$ cat src/hw/rtl/aaline_pkg.sv
// Shared types and constants for the antialiased line generator.
`timescale 1ns / 1ps

package aaline_pkg;

  // Coordinate width of the payload and default fraction width of the slope
  localparam int COORD_BITS     = 9;
  localparam int FRAC_BITS_DFLT = 16;

  // Color and configuration widths
  localparam int COLOR_BITS = 8;
  localparam int CFG_DATA_W = 9;
  localparam int CFG_IDX_W  = 2;

  // Command codes carried in the mode field
  localparam logic MODE_LINE = 1'b0;
  localparam logic MODE_STEP = 1'b1;

  // Configuration register indexes
  localparam logic [CFG_IDX_W-1:0] CFG_CLIP_ENABLE   = 2'd0;
  localparam logic [CFG_IDX_W-1:0] CFG_SCREEN_WIDTH  = 2'd1;
  localparam logic [CFG_IDX_W-1:0] CFG_SCREEN_HEIGHT = 2'd2;

  // Configuration reset values
  localparam logic [CFG_DATA_W-1:0] SCREEN_WIDTH_RST  = 9'd400;
  localparam logic [CFG_DATA_W-1:0] SCREEN_HEIGHT_RST = 9'd240;

  // One input item
  typedef struct packed {
    logic                  mode;
    logic [COORD_BITS-1:0] start_x;
    logic [COORD_BITS-1:0] start_y;
    logic [COORD_BITS-1:0] end_x;
    logic [COORD_BITS-1:0] end_y;
    logic [COLOR_BITS-1:0] red;
    logic [COLOR_BITS-1:0] green;
    logic [COLOR_BITS-1:0] blue;
    logic [COLOR_BITS-1:0] alpha;
  } in_item_t;

  // One result item
  typedef struct packed {
    logic [COORD_BITS-1:0] pixel_x;
    logic [COORD_BITS-1:0] pixel_y;
    logic [COLOR_BITS-1:0] out_red;
    logic [COLOR_BITS-1:0] out_green;
    logic [COLOR_BITS-1:0] out_blue;
    logic [COLOR_BITS-1:0] coverage_alpha;
    logic                  last_of_step;
    logic                  line_done;
  } out_item_t;

  // Divider status toward the sequencer
  typedef struct packed {
    logic busy;
    logic done;
  } div_stat_t;

endpackage

$ cat src/hw/rtl/aaline_div.sv
// Radix-2 restoring divider that computes the line slope magnitude.
`timescale 1ns / 1ps

module aaline_div
  import aaline_pkg::*;
#(
  parameter int FRAC_BITS = FRAC_BITS_DFLT
) (
  input  logic                  clk,
  input  logic                  rst_n,
  input  logic                  start,
  input  logic [COORD_BITS-1:0] dividend,
  input  logic [COORD_BITS-1:0] divisor,
  output div_stat_t             stat,
  output logic [FRAC_BITS:0]    quot
);

  localparam int CB = COORD_BITS;
  localparam int NW = COORD_BITS + FRAC_BITS;
  localparam int CW = $clog2(NW + 1);

  logic          busy_r, busy_nxt;
  logic          done_r, done_nxt;
  logic [CW-1:0] cnt_r, cnt_nxt;
  logic [CB-1:0] rem_r, rem_nxt;
  logic [CB-1:0] den_r, den_nxt;
  logic [NW-1:0] num_r, num_nxt;
  logic [NW-1:0] quo_r, quo_nxt;
  logic [CB:0]   trial;
  logic [CB:0]   diff;
  logic          ge;

  // One quotient bit per cycle: shift in the next dividend bit and try a subtract
  assign trial = {rem_r, num_r[NW-1]};
  assign diff  = trial - {1'b0, den_r};
  assign ge    = trial >= {1'b0, den_r};

  always_comb begin
    busy_nxt = busy_r;
    done_nxt = 1'b0;
    cnt_nxt  = cnt_r;
    rem_nxt  = rem_r;
    den_nxt  = den_r;
    num_nxt  = num_r;
    quo_nxt  = quo_r;
    if (start) begin
      busy_nxt = 1'b1;
      cnt_nxt  = CW'(NW);
      rem_nxt  = '0;
      den_nxt  = divisor;
      num_nxt  = {dividend, {FRAC_BITS{1'b0}}};
      quo_nxt  = '0;
    end else if (busy_r) begin
      rem_nxt = ge ? diff[CB-1:0] : trial[CB-1:0];
      num_nxt = {num_r[NW-2:0], 1'b0};
      quo_nxt = {quo_r[NW-2:0], ge};
      cnt_nxt = cnt_r - CW'(1);
      if (cnt_r == CW'(1)) begin
        busy_nxt = 1'b0;
        done_nxt = 1'b1;
      end
    end
  end

  // Control state
  always_ff @(posedge clk) begin
    if (!rst_n) begin
      busy_r <= 1'b0;
      done_r <= 1'b0;
      cnt_r  <= '0;
    end else begin
      busy_r <= busy_nxt;
      done_r <= done_nxt;
      cnt_r  <= cnt_nxt;
    end
  end

  // Datapath
  always_ff @(posedge clk) begin
    rem_r <= rem_nxt;
    den_r <= den_nxt;
    num_r <= num_nxt;
    quo_r <= quo_nxt;
  end

  // The slope magnitude never exceeds one, so the low bits hold it
  assign quot      = quo_r[FRAC_BITS:0];
  assign stat.busy = busy_r;
  assign stat.done = done_r;

endmodule

$ cat src/hw/rtl/antialiased_line_generator.sv
// Top level of the antialiased line generator: sequencer, step datapath, output register.
`timescale 1ns / 1ps
//
// Draws Wu-style antialiased lines, one major column per step item.
// Input channel (in_valid/in_stall/in_data): mode 0 loads a line command
// (endpoints and RGBA color) and returns nothing; mode 1 steps one column and
// returns up to two pixels on the result channel (out_valid/out_stall/out_data).
// A step while no line is active is dropped. Zero-coverage pixels, and with
// clipping on, out-of-screen pixels, are not sent.
// Configuration (cfg_valid/cfg_ready/cfg_index/cfg_data) is always ready; the user
// must write it only while the block is idle, as the block does not enforce this.
// Stalls: a line command holds in_stall while the one-bit-per-cycle slope divider
// runs; a single-point command does not stall. A step holds in_stall while its
// pixels go out, one pixel per cycle through the single output register when the
// receiver does not stall that register, and for longer while it does.
// The first pixel sent passes through state S_PIX0 and the output register, with
// S_PIX1 between them when only the second pixel of the column is sent.
// Reset (rst_n low, synchronous) ends any line, empties the output register
// and restores clip off, 400 x 240 screen.
//
module antialiased_line_generator
  import aaline_pkg::*;
#(
  parameter int FRAC_BITS = FRAC_BITS_DFLT
) (
  input  logic                  clk,
  input  logic                  rst_n,
  input  logic                  in_valid,
  output logic                  in_stall,
  input  in_item_t              in_data,
  output logic                  out_valid,
  input  logic                  out_stall,
  output out_item_t             out_data,
  input  logic                  cfg_valid,
  output logic                  cfg_ready,
  input  logic [CFG_IDX_W-1:0]  cfg_index,
  input  logic [CFG_DATA_W-1:0] cfg_data
);

  localparam int CB = COORD_BITS;
  localparam int UW = COORD_BITS + 1;
  localparam int AW = COORD_BITS + FRAC_BITS;
  localparam int SW = FRAC_BITS + 2;
  localparam int QW = FRAC_BITS + 1;
  localparam int PW = FRAC_BITS + COLOR_BITS;

  typedef enum logic [3:0] {
    S_IDLE = 4'b0001,
    S_DIV  = 4'b0010,
    S_PIX0 = 4'b0100,
    S_PIX1 = 4'b1000
  } state_t;

  state_t                  state_r, state_nxt;
  logic                    busy_r, busy_nxt;
  logic                    steep_r, steep_nxt;
  logic                    neg_r, neg_nxt;
  logic [CB-1:0]           col_r, col_nxt;
  logic [CB-1:0]           stop_r, stop_nxt;
  logic [AW-1:0]           acc_r, acc_nxt;
  logic signed [SW-1:0]    slope_r, slope_nxt;
  logic [COLOR_BITS-1:0]   red_r, red_nxt;
  logic [COLOR_BITS-1:0]   green_r, green_nxt;
  logic [COLOR_BITS-1:0]   blue_r, blue_nxt;
  logic [COLOR_BITS-1:0]   alpha_r, alpha_nxt;
  logic [CB-1:0]           p_ip_r, p_ip_nxt;
  logic [CB-1:0]           p_col_r, p_col_nxt;
  logic [COLOR_BITS-1:0]   p_a0_r, p_a0_nxt;
  logic [COLOR_BITS-1:0]   p_a1_r, p_a1_nxt;
  logic                    p_done_r, p_done_nxt;
  logic                    out_valid_r, out_valid_nxt;
  out_item_t               out_data_r, out_data_nxt;
  logic                    clip_r;
  logic [CFG_DATA_W-1:0]   scr_w_r;
  logic [CFG_DATA_W-1:0]   scr_h_r;

  // Line setup
  logic [CB-1:0]           adx, ady;
  logic                    steep;
  logic [CB-1:0]           s_ax, s_ay, s_bx, s_by;
  logic [CB-1:0]           o_ax, o_ay, o_bx, o_by;
  logic [CB-1:0]           dx, dy_mag;
  logic                    dy_neg;

  // Step datapath
  logic [PW-1:0]           prod;
  logic [COLOR_BITS-1:0]   a1_val, a0_val;
  logic [CB-1:0]           col_inc;
  logic [UW-1:0]           ip0_u, ip1_u, col_u;
  logic [UW-1:0]           x0_u, y0_u, x1_u, y1_u;
  logic [UW-1:0]           w_u, h_u;
  logic                    e0, e1;
  logic                    out_free;

  div_stat_t               div_stat;
  logic                    div_start;
  logic [QW-1:0]           quot;
  logic [SW-1:0]           q_ext;

  aaline_div #(
    .FRAC_BITS(FRAC_BITS)
  ) u_div (
    .clk     (clk),
    .rst_n   (rst_n),
    .start   (div_start),
    .dividend(dy_mag),
    .divisor (dx),
    .stat    (div_stat),
    .quot    (quot)
  );

  // Classify the line, swap axes when steep and order by major coordinate
  always_comb begin
    adx   = (in_data.end_x >= in_data.start_x) ? in_data.end_x - in_data.start_x
                                               : in_data.start_x - in_data.end_x;
    ady   = (in_data.end_y >= in_data.start_y) ? in_data.end_y - in_data.start_y
                                               : in_data.start_y - in_data.end_y;
    steep = ady > adx;
    s_ax  = steep ? in_data.start_y : in_data.start_x;
    s_ay  = steep ? in_data.start_x : in_data.start_y;
    s_bx  = steep ? in_data.end_y : in_data.end_x;
    s_by  = steep ? in_data.end_x : in_data.end_y;
    if (s_ax > s_bx) begin
      o_ax = s_bx;
      o_ay = s_by;
      o_bx = s_ax;
      o_by = s_ay;
    end else begin
      o_ax = s_ax;
      o_ay = s_ay;
      o_bx = s_bx;
      o_by = s_by;
    end
    dx     = o_bx - o_ax;
    dy_neg = o_by < o_ay;
    dy_mag = dy_neg ? o_ay - o_by : o_by - o_ay;
  end

  // Coverage split: a1 = frac*a truncated, a0 = a - ceil(frac*a)
  assign prod    = PW'(acc_r[FRAC_BITS-1:0]) * PW'(alpha_r);
  assign a1_val  = prod[PW-1:FRAC_BITS];
  assign a0_val  = alpha_r - a1_val - COLOR_BITS'(|prod[FRAC_BITS-1:0]);
  assign col_inc = col_r + CB'(1);
  assign q_ext   = SW'(quot);

  // Unwrapped pixel positions and emit decisions for the pending step
  assign ip0_u = {1'b0, p_ip_r};
  assign ip1_u = ip0_u + UW'(1);
  assign col_u = {1'b0, p_col_r};
  assign x0_u  = steep_r ? ip0_u : col_u;
  assign y0_u  = steep_r ? col_u : ip0_u;
  assign x1_u  = steep_r ? ip1_u : col_u;
  assign y1_u  = steep_r ? col_u : ip1_u;
  assign w_u   = UW'(scr_w_r);
  assign h_u   = UW'(scr_h_r);
  assign e0    = (p_a0_r != '0) && !(clip_r && ((x0_u >= w_u) || (y0_u >= h_u)));
  assign e1    = (p_a1_r != '0) && !(clip_r && ((x1_u >= w_u) || (y1_u >= h_u)));

  assign out_free = !out_valid_r || !out_stall;

  // Sequencer
  always_comb begin
    state_nxt     = state_r;
    busy_nxt      = busy_r;
    steep_nxt     = steep_r;
    neg_nxt       = neg_r;
    col_nxt       = col_r;
    stop_nxt      = stop_r;
    acc_nxt       = acc_r;
    slope_nxt     = slope_r;
    red_nxt       = red_r;
    green_nxt     = green_r;
    blue_nxt      = blue_r;
    alpha_nxt     = alpha_r;
    p_ip_nxt      = p_ip_r;
    p_col_nxt     = p_col_r;
    p_a0_nxt      = p_a0_r;
    p_a1_nxt      = p_a1_r;
    p_done_nxt    = p_done_r;
    div_start     = 1'b0;
    out_valid_nxt = out_valid_r && out_stall;
    out_data_nxt  = out_data_r;

    unique case (state_r)
      S_IDLE: begin
        if (in_valid) begin
          if (in_data.mode == MODE_LINE) begin
            // Latch the command; the slope comes from the divider, or is zero for a single point
            steep_nxt = steep;
            neg_nxt   = dy_neg;
            col_nxt   = o_ax;
            stop_nxt  = o_bx;
            acc_nxt   = {o_ay, {FRAC_BITS{1'b0}}};
            red_nxt   = in_data.red;
            green_nxt = in_data.green;
            blue_nxt  = in_data.blue;
            alpha_nxt = in_data.alpha;
            busy_nxt  = 1'b0;
            if (dx == '0) begin
              slope_nxt = '0;
            end else begin
              div_start = 1'b1;
              state_nxt = S_DIV;
            end
          end else if (busy_r) begin
            // Capture this column's pixels, then advance the line
            p_ip_nxt   = acc_r[AW-1:FRAC_BITS];
            p_col_nxt  = col_r;
            p_a0_nxt   = a0_val;
            p_a1_nxt   = a1_val;
            p_done_nxt = col_inc == stop_r;
            acc_nxt    = acc_r + AW'(slope_r);
            col_nxt    = col_inc;
            busy_nxt   = col_inc != stop_r;
            state_nxt  = S_PIX0;
          end
        end
      end
      S_DIV: begin
        if (div_stat.done) begin
          slope_nxt = neg_r ? SW'(0) - q_ext : q_ext;
          busy_nxt  = 1'b1;
          state_nxt = S_IDLE;
        end
      end
      S_PIX0: begin
        if (!e0) begin
          state_nxt = e1 ? S_PIX1 : S_IDLE;
        end else if (out_free) begin
          out_valid_nxt               = 1'b1;
          out_data_nxt.pixel_x        = x0_u[CB-1:0];
          out_data_nxt.pixel_y        = y0_u[CB-1:0];
          out_data_nxt.out_red        = red_r;
          out_data_nxt.out_green      = green_r;
          out_data_nxt.out_blue       = blue_r;
          out_data_nxt.coverage_alpha = p_a0_r;
          out_data_nxt.last_of_step   = !e1;
          out_data_nxt.line_done      = p_done_r;
          state_nxt                   = e1 ? S_PIX1 : S_IDLE;
        end
      end
      S_PIX1: begin
        if (out_free) begin
          out_valid_nxt               = 1'b1;
          out_data_nxt.pixel_x        = x1_u[CB-1:0];
          out_data_nxt.pixel_y        = y1_u[CB-1:0];
          out_data_nxt.out_red        = red_r;
          out_data_nxt.out_green      = green_r;
          out_data_nxt.out_blue       = blue_r;
          out_data_nxt.coverage_alpha = p_a1_r;
          out_data_nxt.last_of_step   = 1'b1;
          out_data_nxt.line_done      = p_done_r;
          state_nxt                   = S_IDLE;
        end
      end
      default: begin
        state_nxt = S_IDLE;
      end
    endcase
  end

  // Control state
  always_ff @(posedge clk) begin
    if (!rst_n) begin
      state_r     <= S_IDLE;
      busy_r      <= 1'b0;
      out_valid_r <= 1'b0;
    end else begin
      state_r     <= state_nxt;
      busy_r      <= busy_nxt;
      out_valid_r <= out_valid_nxt;
    end
  end

  // Line and pending-step datapath
  always_ff @(posedge clk) begin
    steep_r    <= steep_nxt;
    neg_r      <= neg_nxt;
    col_r      <= col_nxt;
    stop_r     <= stop_nxt;
    acc_r      <= acc_nxt;
    slope_r    <= slope_nxt;
    red_r      <= red_nxt;
    green_r    <= green_nxt;
    blue_r     <= blue_nxt;
    alpha_r    <= alpha_nxt;
    p_ip_r     <= p_ip_nxt;
    p_col_r    <= p_col_nxt;
    p_a0_r     <= p_a0_nxt;
    p_a1_r     <= p_a1_nxt;
    p_done_r   <= p_done_nxt;
    out_data_r <= out_data_nxt;
  end

  // Configuration registers
  always_ff @(posedge clk) begin
    if (!rst_n) begin
      clip_r  <= 1'b0;
      scr_w_r <= SCREEN_WIDTH_RST;
      scr_h_r <= SCREEN_HEIGHT_RST;
    end else if (cfg_valid && cfg_ready) begin
      unique case (cfg_index)
        CFG_CLIP_ENABLE:   clip_r  <= cfg_data[0];
        CFG_SCREEN_WIDTH:  scr_w_r <= cfg_data;
        CFG_SCREEN_HEIGHT: scr_h_r <= cfg_data;
        default: begin
        end
      endcase
    end
  end

  assign cfg_ready = 1'b1;
  assign in_stall  = state_r != S_IDLE;
  assign out_valid = out_valid_r;
  assign out_data  = out_data_r;

  // The divider only runs while the sequencer waits on it
  a_div_in_div_state : assert property (@(posedge clk) disable iff (!rst_n)
    div_stat.busy |-> state_r == S_DIV)
    else $error("divider busy outside the divide state");

  // A line becomes active only when the slope division finishes
  a_busy_from_div : assert property (@(posedge clk) disable iff (!rst_n)
    $rose(busy_r) |-> $past(state_r) == S_DIV && $past(div_stat.done))
    else $error("line activated without a finished slope");

  // Zero-coverage pixels are never sent
  a_no_zero_alpha : assert property (@(posedge clk) disable iff (!rst_n)
    out_valid_r |-> out_data_r.coverage_alpha != '0)
    else $error("pixel with zero coverage sent");

endmodule

$ cat config.mk
export PLATFORM = sky130hd
export DESIGN_NAME = antialiased_line_generator
export DESIGN_NICKNAME = d
export VERILOG_FILES = /design/src/hw/rtl/aaline_pkg.sv /design/src/hw/rtl/aaline_div.sv /design/src/hw/rtl/antialiased_line_generator.sv
export SDC_FILE = /design/constraint.sdc
export NUM_CORES = 1
export LEC_CHECK = 0
export BUFFER_PORTS_ARGS = -buffer_cell sky130_fd_sc_hd__buf_2
export CORE_UTILIZATION = 67
export DETAILED_ROUTE_END_ITERATION = 10
export GPL_TIMING_DRIVEN = 1
export PLACE_DENSITY = 0.87
export SLEW_MARGIN = 20
export SYNTH_ARGS = -nofsm -noshare
export SYNTH_HDL_FRONTEND = slang
export SYNTH_SLANG_ARGS = --single-unit
$ cat constraint.sdc
create_clock -name clk -period 37.3 [get_ports clk]
set_input_delay 7.46 -clock clk [delete_from_list [all_inputs] [get_ports clk]]
set_output_delay 7.46 -clock clk [all_outputs]
set_load 0.05 [all_outputs]
* Yosys cells after proc, flatten, opt, wreduce, memory -nomap -nowiden
Index checks and enable logic that the tools add are counted.
Word-level totals: logic and storage cells 181, input port bits 85, bits in registers 258
Operators by class: add/subtract/negate cells 15, equal/unequal tests 21, $lt $le $gt $ge 10, bitwise logic cells 3, reduce and logical (&&, ||, !) cells 33, $mul 1, multiplexer cells 60
Operators by type and width (count):
- $mux 52 | 3
- $mux 9 | 16
- $pmux 52 s2 | 1
- $mux 25 | 4
- $mux 18 | 5
- $sub 9x9->9 | 8
- $ge 9x9->1 | 4
- $mux 4 | 9
- $pmux 18 s2 | 1
- $ge 10x9->1 | 3
- $add 25x25->25 | 1
- $mul 16x8->24 | 1
- $mux 10 | 2
- $gt 9x9->1 | 2
- $sub 1x17->18 const A | 1
- $pmux 4 s4 | 1
- $reduce_bool 8->1 | 2
- $reduce_or 16->1 | 1
- $mux 1 | 14
- $ne 2x2->1 const B | 6
- $add 9x1->10 const B | 1
- $mux 5 | 2
- $add 9x1->9 const B | 1
- $eq 9x9->1 | 1
- other kinds (30) | 53

* Depth between registers and ports, before layout
Gate-level depths: netlist (run 1).
word-level depth 13, mapped depth 59

* Modules after synthesis
A second synthesis (run 1) with hierarchy kept.
Second synthesis, totals: cells, all modules 2172, area total of the unflattened synthesis 21018.9 um^2
By module, submodules not included:
- antialiased_line_generator | instances 1, cells an instance 1942, seq. area each 5965.7 um^2, area an instance 18591.6 um^2
- aaline_div | instances 1, cells an instance 230, seq. area each 1201.2 um^2, area an instance 2427.3 um^2

* Least setup slack after synthesis (run 1)
OpenSTA, ideal clock, no wires.
path type input to register, start point input in_data[42] (netlist name), end point register slope_r[0], enable pin, arrival 18.571 ns, stages on the path 50, path slack 18.308 ns, path through inv_1 -> ha_1 -> a21oi_1 -> o21bai_1 -> a21o_1 -> a21o_1 -> a21o_1 -> a211o_1 -> a21o_1 -> a21o_1 -> buf_1 -> a31oi_1 -> a21oi_1 -> or4_1 -> nand2_1 -> ha_1 -> a211o_1 -> a21o_1 -> [... 14 more ...] -> o21ai_1 -> and3_1 -> buf_2 -> nor2_4 -> clkbuf_1 -> clkbuf_1 -> nand2_1 -> a21oi_1 -> o21ai_0 -> ha_1 -> nor2_1 -> mux2i_1 -> xor2_1 -> or4_1 -> or3_1 -> or4_1 -> clkbuf_1 -> o31ai_1
Between the ends: longest elaborated chain between the ends 10
RTL lines:
- from (decl) | RTL line antialiased_line_generator.sv:30 | input in_item_t in_data,
- $sub 9x9->9 (tied with other cells) | RTL line antialiased_line_generator.sv:115 | : in_data.start_x - in_data.end_x;
- $mux 9 | RTL line antialiased_line_generator.sv:114 | adx = (in_data.end_x >= in_data.start_x) ? in_data.end_x - in_data.start_x
- $gt 9x9->1 | RTL line antialiased_line_generator.sv:118 | steep = ady > adx;
- $mux 9, on equally long branches | RTL line antialiased_line_generator.sv:119, antialiased_line_generator.sv:121
- $gt 9x9->1 | RTL line antialiased_line_generator.sv:123 | if (s_ax > s_bx) begin
- $mux 9 | RTL line antialiased_line_generator.sv:123
- $sub 9x9->9 * | RTL line antialiased_line_generator.sv:134 | dx = o_bx - o_ax;
- via dx[2] | RTL line antialiased_line_generator.sv:82 | logic [CB-1:0] dx, dy_mag;
- $logic_not 9->1 * | RTL line antialiased_line_generator.sv:199 | if (dx == '0) begin
- $ne 2x2->1 (no source line) *
- $reduce_and 5->1 (no source line) *
- to (signal assigned) | RTL line antialiased_line_generator.sv:282 | slope_r <= slope_nxt;
- to (decl) | RTL line antialiased_line_generator.sv:61 | logic signed [SW-1:0] slope_r, slope_nxt;
The timed path passes the listed nets; every way through them passes the cells marked *. A chain may end at the register's enable or synchronous reset.

* Worst setup path in the final report (run 1)
start point input in_data[42] (netlist name), end point register u_div.num_r[24], data pin
Between the ends: longest elaborated chain between the ends 13
RTL lines:
- $sub 9x9->9 (tied with other cells) | RTL line antialiased_line_generator.sv:115
- $mux 9 | RTL line antialiased_line_generator.sv:114
- $gt 9x9->1 | RTL line antialiased_line_generator.sv:118
- $mux 9, on equally long branches | RTL line antialiased_line_generator.sv:119, antialiased_line_generator.sv:121
- $gt 9x9->1 | RTL line antialiased_line_generator.sv:123
- $mux 9 | RTL line antialiased_line_generator.sv:123
- $sub 9x9->9 | RTL line antialiased_line_generator.sv:134
- $logic_not 9->1 | RTL line antialiased_line_generator.sv:199
- $mux 1 | RTL line antialiased_line_generator.sv:199
- $mux 1 | RTL line antialiased_line_generator.sv:187 | if (in_data.mode == MODE_LINE) begin
- $mux 1 | RTL line antialiased_line_generator.sv:186 | if (in_valid) begin
- $mux 1 | RTL line antialiased_line_generator.sv:184 | unique case (state_r)
- $mux 25 * | RTL line aaline_div.sv:46 | if (start) begin
- via u_div.num_nxt[24] | RTL line aaline_div.sv:27 | logic [NW-1:0] num_r, num_nxt;
- to (signal assigned) | RTL line aaline_div.sv:82 | num_r <= num_nxt;
- to (decl) | RTL line aaline_div.sv:27
Marks and branches as above.

==> qor.csv, run 1 <==
stage;metric;value;unit
power;power density over the cells;87.41;mW/mm^2
floorplan;Die ar.;0.03180;mm^2
worst_setup_path;critical path required time;37580;ps
placement;post-DP HPWL;39.70;mm
worst_setup_path;Crit Path Max Fanout;64;
sta;fmax;0.05457;GHz
floorplan;Cell Rows;64;
global_routing;pin count of the biggest net entering global routing;65;
clock_tree;root buffer cell;clkbuf_16;
synthesis;Synth async-reset ratio;0;%
cells_and_area;fraction of layout cells with a size suffix above 1;11.46;%
synthesis;post-synth cell types;74;
detailed_routing;first-pass iteration count of the detailed router;5;
detailed_routing;drt initial violations;1322;
cells_and_area;post-route design area;0.02274;mm^2
sta;Final min period;18320;ps
power;Peak supply drop;0.00008051;V
global_routing;Tot GR Track Use;32.90;%
clock_tree;Clock H-tree levels;1;
sta;final hold vios;0;
sta;fin crit share;49.12;%
cells_and_area;Fill cells;2089;
sta;Slew HR;32.84;%
floorplan;core area;0.03059;mm^2
detailed_routing;final WL;52.14;mm
placement;Routability Congestion;1.036;
sta;setup TNS;0;ps
synthesis;Cells after Synth;2148;
worst_setup_path;most frequent CP cell;a21o_1;
synthesis;sequential area share after synthesis;34.41;%
sta;measured slew at the worst slew-check pin;1007;ps
detailed_routing;Via density;6.092;
cells_and_area;Nets;2635;
clock_tree;# hold bufs at CTS;0;
synthesis;synthesized area;0.02083;mm^2
worst_setup_path;CP max-delay cell;buf_4;
clock_tree;# clock sinks;258;
synthesis;leading area contributor after synthesis;edfxtp_1;
worst_setup_path;nature of the critical path endpoint;flip-flop;
global_routing;antenna violations before repair;4;
clock_tree;CTS tree;built;
detailed_routing;DR vias;16300;
global_routing;first-pass GRT wire length;81.85;mm
clock_tree;Post-CTS Setup Bufs;0;
synthesis;Post-Syn Nets;2525;
worst_setup_path;Worst EP arrival;18600;ps
synthesis;flops & latches, synth;258;
sta;final setup violation count;0;
synthesis;Most used DFF post-synth;edfxtp_1;
run_status;status;completed;
floorplan;Initial Util;68.10;%
floorplan;I/O pin total;140;
synthesis;post-synthesis area per instance;9.697;um^2
floorplan;die height;178.3;um
floorplan;die width;178.3;um
global_routing;vias in the first global route;16080;
synthesis;top cells by area, synth;edfxtp_1, ha_1, fa_1;
global_routing;GR Overflow Total;0;
worst_hold_path;Tightest Hold Check Type;flip-flop to flip-flop;
synthesis;top-area cell type share of the netlist area;28.83;%
synthesis;Ys Warns;0;
worst_setup_path;Worst path max stage delay;550;ps
clock_tree;Post-CTS Resized;0;
clock_tree;clock buffer depth;3;
detailed_routing;Antenna Violating Nets Remaining;0;
sta;Final Max Tran Viols;0;
clock_tree;clk_lat worst skew;540;ps
power;leakage;10.27;nW
run;Max Cap Violations;0;
synthesis;Post-synth EDFFs;200;
clock_tree;CTS clock-pin slew for the worst setup and hold paths;60;ps
cells_and_area;Area Overhead vs Synth;9.172;%
detailed_routing;Wirelength per Cell;19.49;um
cells_and_area;commonest non-fill, non-tap cell in the layout;inv_1;
sta;unrepaired setup endpoints after global routing;no;
cells_and_area;most frequent cells in the layout;inv_1, nand2_1, edfxtp_1;
worst_setup_path;kind of critical path;primary input to flip-flop;
sta;clk_skew;21.76;ps
worst_setup_path;startpoint types;primary input;
clock_tree;TritonCTS Buffers;27;
detailed_routing;Remaining DRCs;0;
placement;Area after DPL;0.02186;mm^2
placement;PortBufs;138;
==> sequential cells by signal (all words and copies together) (netlist names), 9 cells and up <==
register and cells:
acc_r 25, scr_w_r 9, p_col_r 9, u_div.quo_r 17, u_div.rem_r 9, scr_h_r 9
stop_r 9, p_ip_r 9, out_data 52, u_div.num_r 9, slope_r 18, u_div.den_r 9
col_r 9
==> Yosys cell counts, types with 47 or more instances <==
library cell,instances
clkbuf_1,49
ha_1,198
a21o_1,69
and2_1,72
dfxtp_1,58
xnor2_1,52
a21oi_1,121
inv_1,228
o21ai_0,93
mux2i_1,79
mux2_2,47
edfxtp_1,200
nand2_1,218
xor2_1,66
fa_1,94
nor2_1,137
==> layout make-up <==
class	instances	area, um^2	share of cell area [%]
Sequential cell	258	7168	31.52
Antenna cell	1	2.502	0.01100
Inverter	228	855.8	3.763
Timing Repair Buffer	152	795.8	3.499
Clock buffer	39	740.7	3.257
Multi-Input combinational cell	1591	12550	55.18
Tap cell	396	495.5	2.179
Clock inverter	10	133.9	0.5887
==> path summary, 6_finish.rpt <==
check	from	endpoint	slack [ps]	cells after the start
min reg2reg	red_r[7]$_DFFE_PP_	out_data[33]$_DFFE_PP_	420	0
max	in_data[42]	u_div.num_r[24]$_DFFE_PP_	18980	47
min	red_r[7]$_DFFE_PP_	out_data[33]$_DFFE_PP_	420	0
max reg2reg	alpha_r[4]$_DFFE_PP_	p_a0_r[6]$_DFFE_PP_	29550	30
==> stage by stage <==
step	utilization, %	hold WS (ps)	setup WS, ps	total power [mW]	instances
after floorplan	-	400.3	18310	1.400	2148
after global placement	71.47	400.3	18930	1.644	2625
after detailed placement	71.47	404.5	18660	1.689	2625
after CTS	74.33	417.4	19140	1.968	2674
after global routing	74.33	424.0	17980	2.140	2674
final	74.34	417.8	18980	1.988	2675
==> per-layer routing <==
metal  GRT usage, %  wire length, um  vias up
met5              0               31        -
met2          55.25            24720      672
met4          12.32             1907        6
met3          5.584             3988      129
li1               -                -     7678
met1          42.50            21490     7811
==> where the power goes <==
group          internal [mW]  switching [mW]  total, mW
clock network          0.159           0.109      0.268
logic                  0.527           0.781       1.31
registers              0.384          0.0279      0.412
==> worst max-delay path: cells and delay by family <==
family          cells  cell delay, ps
compound gates     26            5540
simple gates       10            1930
buf+inv             5            1540
fa+ha+maj           4            1470
mux                 2             590
==> cells by family (layout without fill, tap and decap cells) <==
| group | count (synthesis) | in the layout | synth area share (%) |
|---|---|---|---|
| flops | 258 | 258 | 34.41 |
| simple gates | 626 | 626 | 14.54 |
| compound gates | 420 | 420 | 12.85 |
| other cells | 1 | 2 | 0.01800 |
| buf+inv | 299 | 429 | 5.484 |
| xor+xnor | 118 | 118 | 4.962 |
| mux | 132 | 132 | 6.716 |
| fa+ha+maj | 294 | 294 | 21.02 |
Note: power is estimated with default switching activity, not from simulation.
==> inputs of run 2 (changes only) <==
Settings changed: ABC_AREA set to 1, CORE_UTILIZATION 67 to 62, PLACE_DENSITY 0.87 to 0.81.
Clock period 37.3 ns to 17.25 ns, I/O delays scaled along.
==> run 2 against run 1 <==
  * Highest routed layer is now met4
  * Hold slack better by 1.6 ps
  * Wire length down 9.2%
  * Sequential share of layout area up 0.65 points
  * Synthesized area down 1.8%
  * Setup slack worse by 15000 ps
  * Via count up 2.0%
  * Flip-flop and latch count unchanged
==> qor.csv, run 2 <==
stage;metric;value;unit;change
run_status;status;completed;;
detailed_routing;Wirelength per Cell;15.68;um;-20%
detailed_routing;drt initial violations;1060;;-20%
floorplan;Die ar.;0.03371;mm^2;+6.0%
clock_tree;clock buffer depth;3;;unchanged
clock_tree;Post-CTS Setup Bufs;0;;unchanged
worst_setup_path;worst flop-to-flop path startpoint;alpha_r[4]$_DFFE_PP_;;
floorplan;core area;0.03245;mm^2;+6.1%
cells_and_area;fraction of layout cells with a size suffix above 1;10.28;%;-1.2 points
sta;Slew HR;33.44;%;+0.60 points
detailed_routing;Antenna Violating Nets Remaining;0;;unchanged
worst_setup_path;startpoint types;primary input;;
sta;clk_skew;33.75;ps;+11.99 ps
synthesis;top cells by area, synth;edfxtp_1, ha_1, nand2_1;;
sta;fmax;0.07775;GHz;
sta;fin crit share;74.56;%;
sta;final hold vios;0;;unchanged
global_routing;pin count of the biggest net entering global routing;72;;+11%
synthesis;Cells after Synth;2463;;+15%
synthesis;Synth async-reset ratio;0;%;unchanged
detailed_routing;final WL;47.34;mm;-9.2%
detailed_routing;DR vias;16630;;+2.0%
cells_and_area;commonest non-fill, non-tap cell in the layout;nand2_1;;
worst_setup_path;Crit Path Max Fanout;71;;+11%
clock_tree;Post-CTS Resized;0;;unchanged
worst_hold_path;Hold EP;out_data[15]$_DFFE_PP_;;
cells_and_area;Area Overhead vs Synth;8.940;%;
synthesis;flops & latches, synth;258;;unchanged
floorplan;Initial Util;63.01;%;-5.1 points
worst_setup_path;cell family with most CP delay;compound AO/OA/AOI/OAI gates;;
worst_setup_path;critical path required time;17550;ps;-20030 ps
worst_setup_path;kind of critical path;primary input to flip-flop;;
cells_and_area;Layout Cells excl Fill;3020;;+13%
clock_tree;# hold bufs at CTS;0;;unchanged
detailed_routing;first-pass iteration count of the detailed router;5;;unchanged
worst_hold_path;Tightest Hold Check Type;flip-flop to flip-flop;;
worst_setup_path;Worst EP arrival;13160;ps;-5440 ps
synthesis;synthesized area;0.02045;mm^2;-1.8%
clock_tree;Clock H-tree levels;1;;unchanged
run;Max Cap Violations;0;;unchanged
clock_tree;clk_lat worst skew;560;ps;+20 ps
detailed_routing;routed length on met2;23.37;mm;-5.5%
synthesis;top post-synthesis cells by count;nand2_1, inv_1, o21ai_0, edfxtp_1, ha_1;;
detailed_routing;met3 wire length;2.723;mm;-32%
sta;setup TNS;0;ps;unchanged
worst_setup_path;nature of the critical path endpoint;flip-flop;;
synthesis;Ys Warns;0;;unchanged
global_routing;antenna violations before repair;0;;-4
global_routing;first-pass GRT wire length;77.01;mm;-5.9%
cells_and_area;diode count;0;;-1
clock_tree;CTS tree;built;;
placement;PortBufs;138;;unchanged
synthesis;post-synth cell types;53;;-28%
cells_and_area;Nets;2935;;+11%
sta;unrepaired setup endpoints after global routing;no;;
floorplan;I/O pin total;140;;unchanged
synthesis;top-count cell post-synth;nand2_1;;
floorplan;die width;183.6;um;+3.0%
worst_setup_path;reg2reg path depth;32;;+6.7%
worst_setup_path;Worst path max stage delay;650;ps;+100 ps
placement;post-placement cell count;2971;;+13%
clock_tree;TritonCTS Buffers;27;;unchanged
synthesis;post-synthesis area per instance;8.302;um^2;-14%
floorplan;Cell Rows;66;;+3.1%
worst_setup_path;Critical R2R Capture;p_a0_r[6]$_DFFE_PP_;;
detailed_routing;Remaining DRCs;0;;unchanged
worst_hold_path;hold path start;blue_r[5]$_DFFE_PP_;;
worst_hold_path;Hold Crit Depth;0;;unchanged
worst_setup_path;Worst Path Buf+Inv;8;;+3
synthesis;Post-synth EDFFs;200;;unchanged
worst_setup_path;R2R Setup Slk;9940;ps;-19610 ps
synthesis;top-area cell type share of the netlist area;29.37;%;+0.54 points
sta;final setup violation count;0;;unchanged
global_routing;vias in the first global route;16090;;+0.037%
detailed_routing;Via density;5.506;;-9.6%
synthesis;Most used DFF post-synth;edfxtp_1;;
sta;measured slew at the worst slew-check pin;990.8;ps;-16.69 ps
sta;Final min period;12860;ps;
cells_and_area;most frequent cells in the layout;nand2_1, inv_1, o21ai_0;;
clock_tree;# clock sinks;258;;unchanged
synthesis;leading area contributor after synthesis;edfxtp_1;;
clock_tree;CTS clock-pin slew for the worst setup and hold paths;60;ps;about the same
synthesis;Post-Syn Nets;2840;;+12%
placement;Routability Congestion;0.9278;;-10%
global_routing;GR Overflow Total;0;;unchanged
clock_tree;root buffer cell;clkbuf_16;;
detailed_routing;Max Used Layer;met4;;
detailed_routing;M1 WL;20.18;mm;-6.1%
worst_setup_path;CP max-delay cell;o21ai_0;;
floorplan;die height;183.6;um;+3.0%
placement;post-DP HPWL;37.18;mm;-6.4%
sta;Final Max Tran Viols;0;;unchanged
global_routing;Tot GR Track Use;28.45;%;-4.4 points
cells_and_area;max reg flops;52;;unchanged
synthesis;sequential area share after synthesis;35.05;%;+0.64 points
run 2: cell types whose count changed in the layout (fill, tap and decap cells not counted), sizes merged, moves of 22 or more:
| cell | delta |
|---|---|
| nand2 | +353 |
| inv | +201 |
| o21ai | +118 |
| and2 | -72 |
| mux2i | -72 |
| a21o | -67 |
| a21oi | +65 |
| nand3 | +59 |
| mux2 | -53 |
| nor2b | -33 |
| nand2b | -22 |
run 2: per-stage QoR:
stage | cell area [um^2] | hold slack (ps) | worst slack (ps) | util (%)
2_1_floorplan | 20450 | 400.3 | 5115 | -
3_3_place_gp | 21430 | 400.3 | 4527 | 66.02
3_5_place_dp | 21430 | 404.5 | 4066 | 66.02
4_1_cts | 22280 | 420.7 | 4591 | 68.64
5_1_grt | 22280 | 423.7 | 3181 | 68.64
6_report | 22280 | 419.3 | 4388 | 68.64
run 2: cell families (layout without fill, tap and decap cells):
family,Yosys count,in the layout,synth area share (%)
simple gates,837,837,17.43
buf+inv,513,628,9.692
compound gates,475,475,12.73
fa+ha+maj,292,292,21.32
flops,258,258,35.05
xor+xnor,80,80,3.427
mux,7,7,0.3427
other cells,1,1,0.01834
run 2: how the worst max path moves through the flow:
stage	startpoint	to	slack (ps)	depth (start not counted)
after floorplan	in_data[43]	u_div.num_r[24]$_DFFE_PP_	5120	53
after global placement	in_data[34]	u_div.num_r[24]$_DFFE_PP_	4530	46
after detailed placement	in_data[34]	u_div.num_r[24]$_DFFE_PP_	4070	47
after CTS	in_data[36]	u_div.num_r[24]$_DFFE_PP_	4590	47
after global routing	in_data[34]	u_div.num_r[23]$_DFFE_PP_	3180	46
final	in_data[36]	u_div.num_r[24]$_DFFE_PP_	4390	46
run 2: area by class of cell:
type	instances	area [um^2]
multi-input combinational	1692	11320
fill	2592	10180
sequential	258	7167
inverter	430	1617
timing repair buffer	149	773.2
clock buffer	37	744.5
tap	442	553.0
clock inverter	12	106.4
run 2: routing by layer:
metal	up-vias	track usage, %
met5	-	0
met4	0	8.000
met3	75	3.348
met2	519	50.64
met1	7803	36.37
li1	8230	-
Power of run 2 is left out: the tool's default activity adds up to more than one toggle a clock period on the data nets, which glitch-free logic cannot reach.
==> inputs of run 3 (changes only) <==
Clock period 17.25 ns to 12.7 ns, I/O delays scaled along.
==> run 3 against run 2 <==
  * Non-clock buffer count fell by 1
  * Critical path type unchanged
  * Critical endpoint unchanged
  * Largest cell class unchanged
  * Final area up 0.45%
  * Via count grew 0.73%
==> qor.csv, run 3 (synthesis gave the netlist of run 2 again) <==
stage;metric;value;unit;change
clock_tree;clock buffer depth;3;;unchanged
sta;fmax;0.08615;GHz;
global_routing;pin count of the biggest net entering global routing;72;;unchanged
cells_and_area;Area Overhead vs Synth;9.435;%;
sta;final hold vios;0;;unchanged
floorplan;I/O pin total;140;;unchanged
worst_setup_path;Worst EP arrival;11900;ps;-1260 ps
sta;clk_skew;40.35;ps;+6.599 ps
clock_tree;root buffer cell;clkbuf_16;;
detailed_routing;Wirelength per Cell;15.91;um;+1.5%
cells_and_area;diode count;0;;unchanged
sta;Final Max Tran Viols;0;;unchanged
floorplan;Die ar.;0.03371;mm^2;unchanged
detailed_routing;Via density;5.542;;+0.66%
detailed_routing;final WL;48.09;mm;+1.6%
worst_setup_path;Worst path max stage delay;490;ps;-160 ps
sta;fin crit share;91.40;%;
detailed_routing;DR vias;16750;;+0.73%
worst_setup_path;startpoint types;primary input;;
sta;setup TNS;0;ps;unchanged
cells_and_area;register area;0.007167;mm^2;unchanged
clock_tree;# clock sinks;258;;unchanged
sta;Slew HR;32.84;%;-0.60 points
cells_and_area;footprint of the multi-input gates;0.01132;mm^2;about the same
cells_and_area;most frequent cells in the layout;nand2_1, inv_1, o21ai_0;;
sta;Final min period;11610;ps;
global_routing;vias in the first global route;16380;;+1.8%
cells_and_area;Layout Utilization;68.95;%;+0.31 points
cells_and_area;commonest non-fill, non-tap cell in the layout;nand2_1;;
clock_tree;Post-CTS Setup Bufs;0;;unchanged
placement;post-DP HPWL;37.51;mm;+0.88%
global_routing;antenna violations before repair;0;;unchanged
run;Max Cap Violations;0;;unchanged
global_routing;first-pass GRT wire length;78.02;mm;+1.3%
cells_and_area;Nets;2935;;unchanged
cells_and_area;Fill cells;2570;;-0.85%
detailed_routing;Remaining DRCs;0;;unchanged
placement;Routability Congestion;0.9564;;+3.1%
worst_setup_path;Crit Path Max Fanout;71;;unchanged
clock_tree;Clock H-tree levels;1;;unchanged
placement;PortBufs;138;;unchanged
clock_tree;CTS tree;built;;
sta;unrepaired setup endpoints after global routing;no;;
sta;final setup violation count;0;;unchanged
placement;Area after DPL;0.02142;mm^2;about the same
worst_setup_path;most frequent CP cell;a21oi_1;;
clock_tree;TritonCTS Buffers;28;;+3.7%
detailed_routing;first-pass iteration count of the detailed router;5;;unchanged
floorplan;die width;183.6;um;unchanged
floorplan;core area;0.03245;mm^2;unchanged
worst_setup_path;CP max-delay cell;nand2_4;;
clock_tree;clk_lat worst skew;570;ps;about the same
floorplan;Cell Rows;66;;unchanged
worst_hold_path;Tightest Hold Check Type;flip-flop to flip-flop;;
detailed_routing;Antenna Violating Nets Remaining;0;;unchanged
global_routing;Tot GR Track Use;28.76;%;+0.31 points
worst_setup_path;nature of the critical path endpoint;flip-flop;;
worst_setup_path;kind of critical path;primary input to flip-flop;;
worst_setup_path;critical path required time;12990;ps;-4560 ps
floorplan;Initial Util;63.01;%;unchanged
floorplan;die height;183.6;um;unchanged
cells_and_area;fraction of layout cells with a size suffix above 1;10.50;%;+0.22 points
detailed_routing;drt initial violations;995;;-6.1%
cells_and_area;max reg flops;52;;unchanged
global_routing;GR Overflow Total;0;;unchanged
run_status;status;completed;;
sta;measured slew at the worst slew-check pin;999.7;ps;+8.899 ps
clock_tree;CTS clock-pin slew for the worst setup and hold paths;60;ps;about the same
clock_tree;# hold bufs at CTS;0;;unchanged
cells_and_area;post-route design area;0.02238;mm^2;+0.45%
[run 3: changes by cell type in the layout (fill, tap and decap cells not counted), moves of 2 or more]
cell       before  now
clkbuf_8        1    5
a21oi_1       177  175
a21oi_2         8   10
clkbuf_16      28   30
clkinv_1        4    2
clkinv_2        6    4
[run 3: final timing paths]
check,start,endpoint,slack [ps],cells after the start
worst max-delay path,in_data[34],u_div.num_r[24]$_DFFE_PP_,1090,46
worst min-delay path,blue_r[1]$_DFFE_PP_,out_data[11]$_DFFE_PP_,420,0
worst max register to register,alpha_r[3]$_DFFE_PP_,p_a0_r[6]$_DFFE_PP_,5360,32
worst min register to register,blue_r[1]$_DFFE_PP_,out_data[11]$_DFFE_PP_,420,0
[run 3: critical path, delay by kind of cell]
kind	cells	cell delay [ps]
and+or+nand+nor	14	2330
xor gates and xnor gates	2	250
AOI/OAI and AO/OA	19	4270
buffers and inverters	7	930
adders and majority gates	4	1530
[run 3: final cells by class]
cell class	instances	area share, %
Timing Repair Buffer	148	3.422
Multi-Input combinational cell	1692	50.60
Sequential cell	258	32.03
Inverter	430	7.224
Tap cell	442	2.471
Clock buffer	43	3.796
Clock inverter	9	0.4585
[run 3: routing by layer]
layer  up-vias  wire, um  global-route usage, %
met5         -         0                      0
met4         0      1378                  9.633
met3        97      2899                  3.566
met2       540     23450                  50.44
met1      7893     20370                  36.69
li1       8218         -                      -
[run 3: repair_timing]
| item | in CTS | in global routing |
|---|---|---|
| gates resized for setup | 0 | 3 |
| setup endpoints to repair | 0 | 5 |
| endpoints found under the hold margin | 0 | 0 |
[run 3: stage by stage]
step	setup WS, ps	hold WS (ps)	std cells
detailed placement	399.1	404.5	2970
CTS	953.3	418.7	3022
global route	21.34	425.5	3022
floorplan	1475	400.3	2463
global placement	811.9	400.5	2970
finish	1092	419.0	3022
Power of run 3 is left out for the same reason.
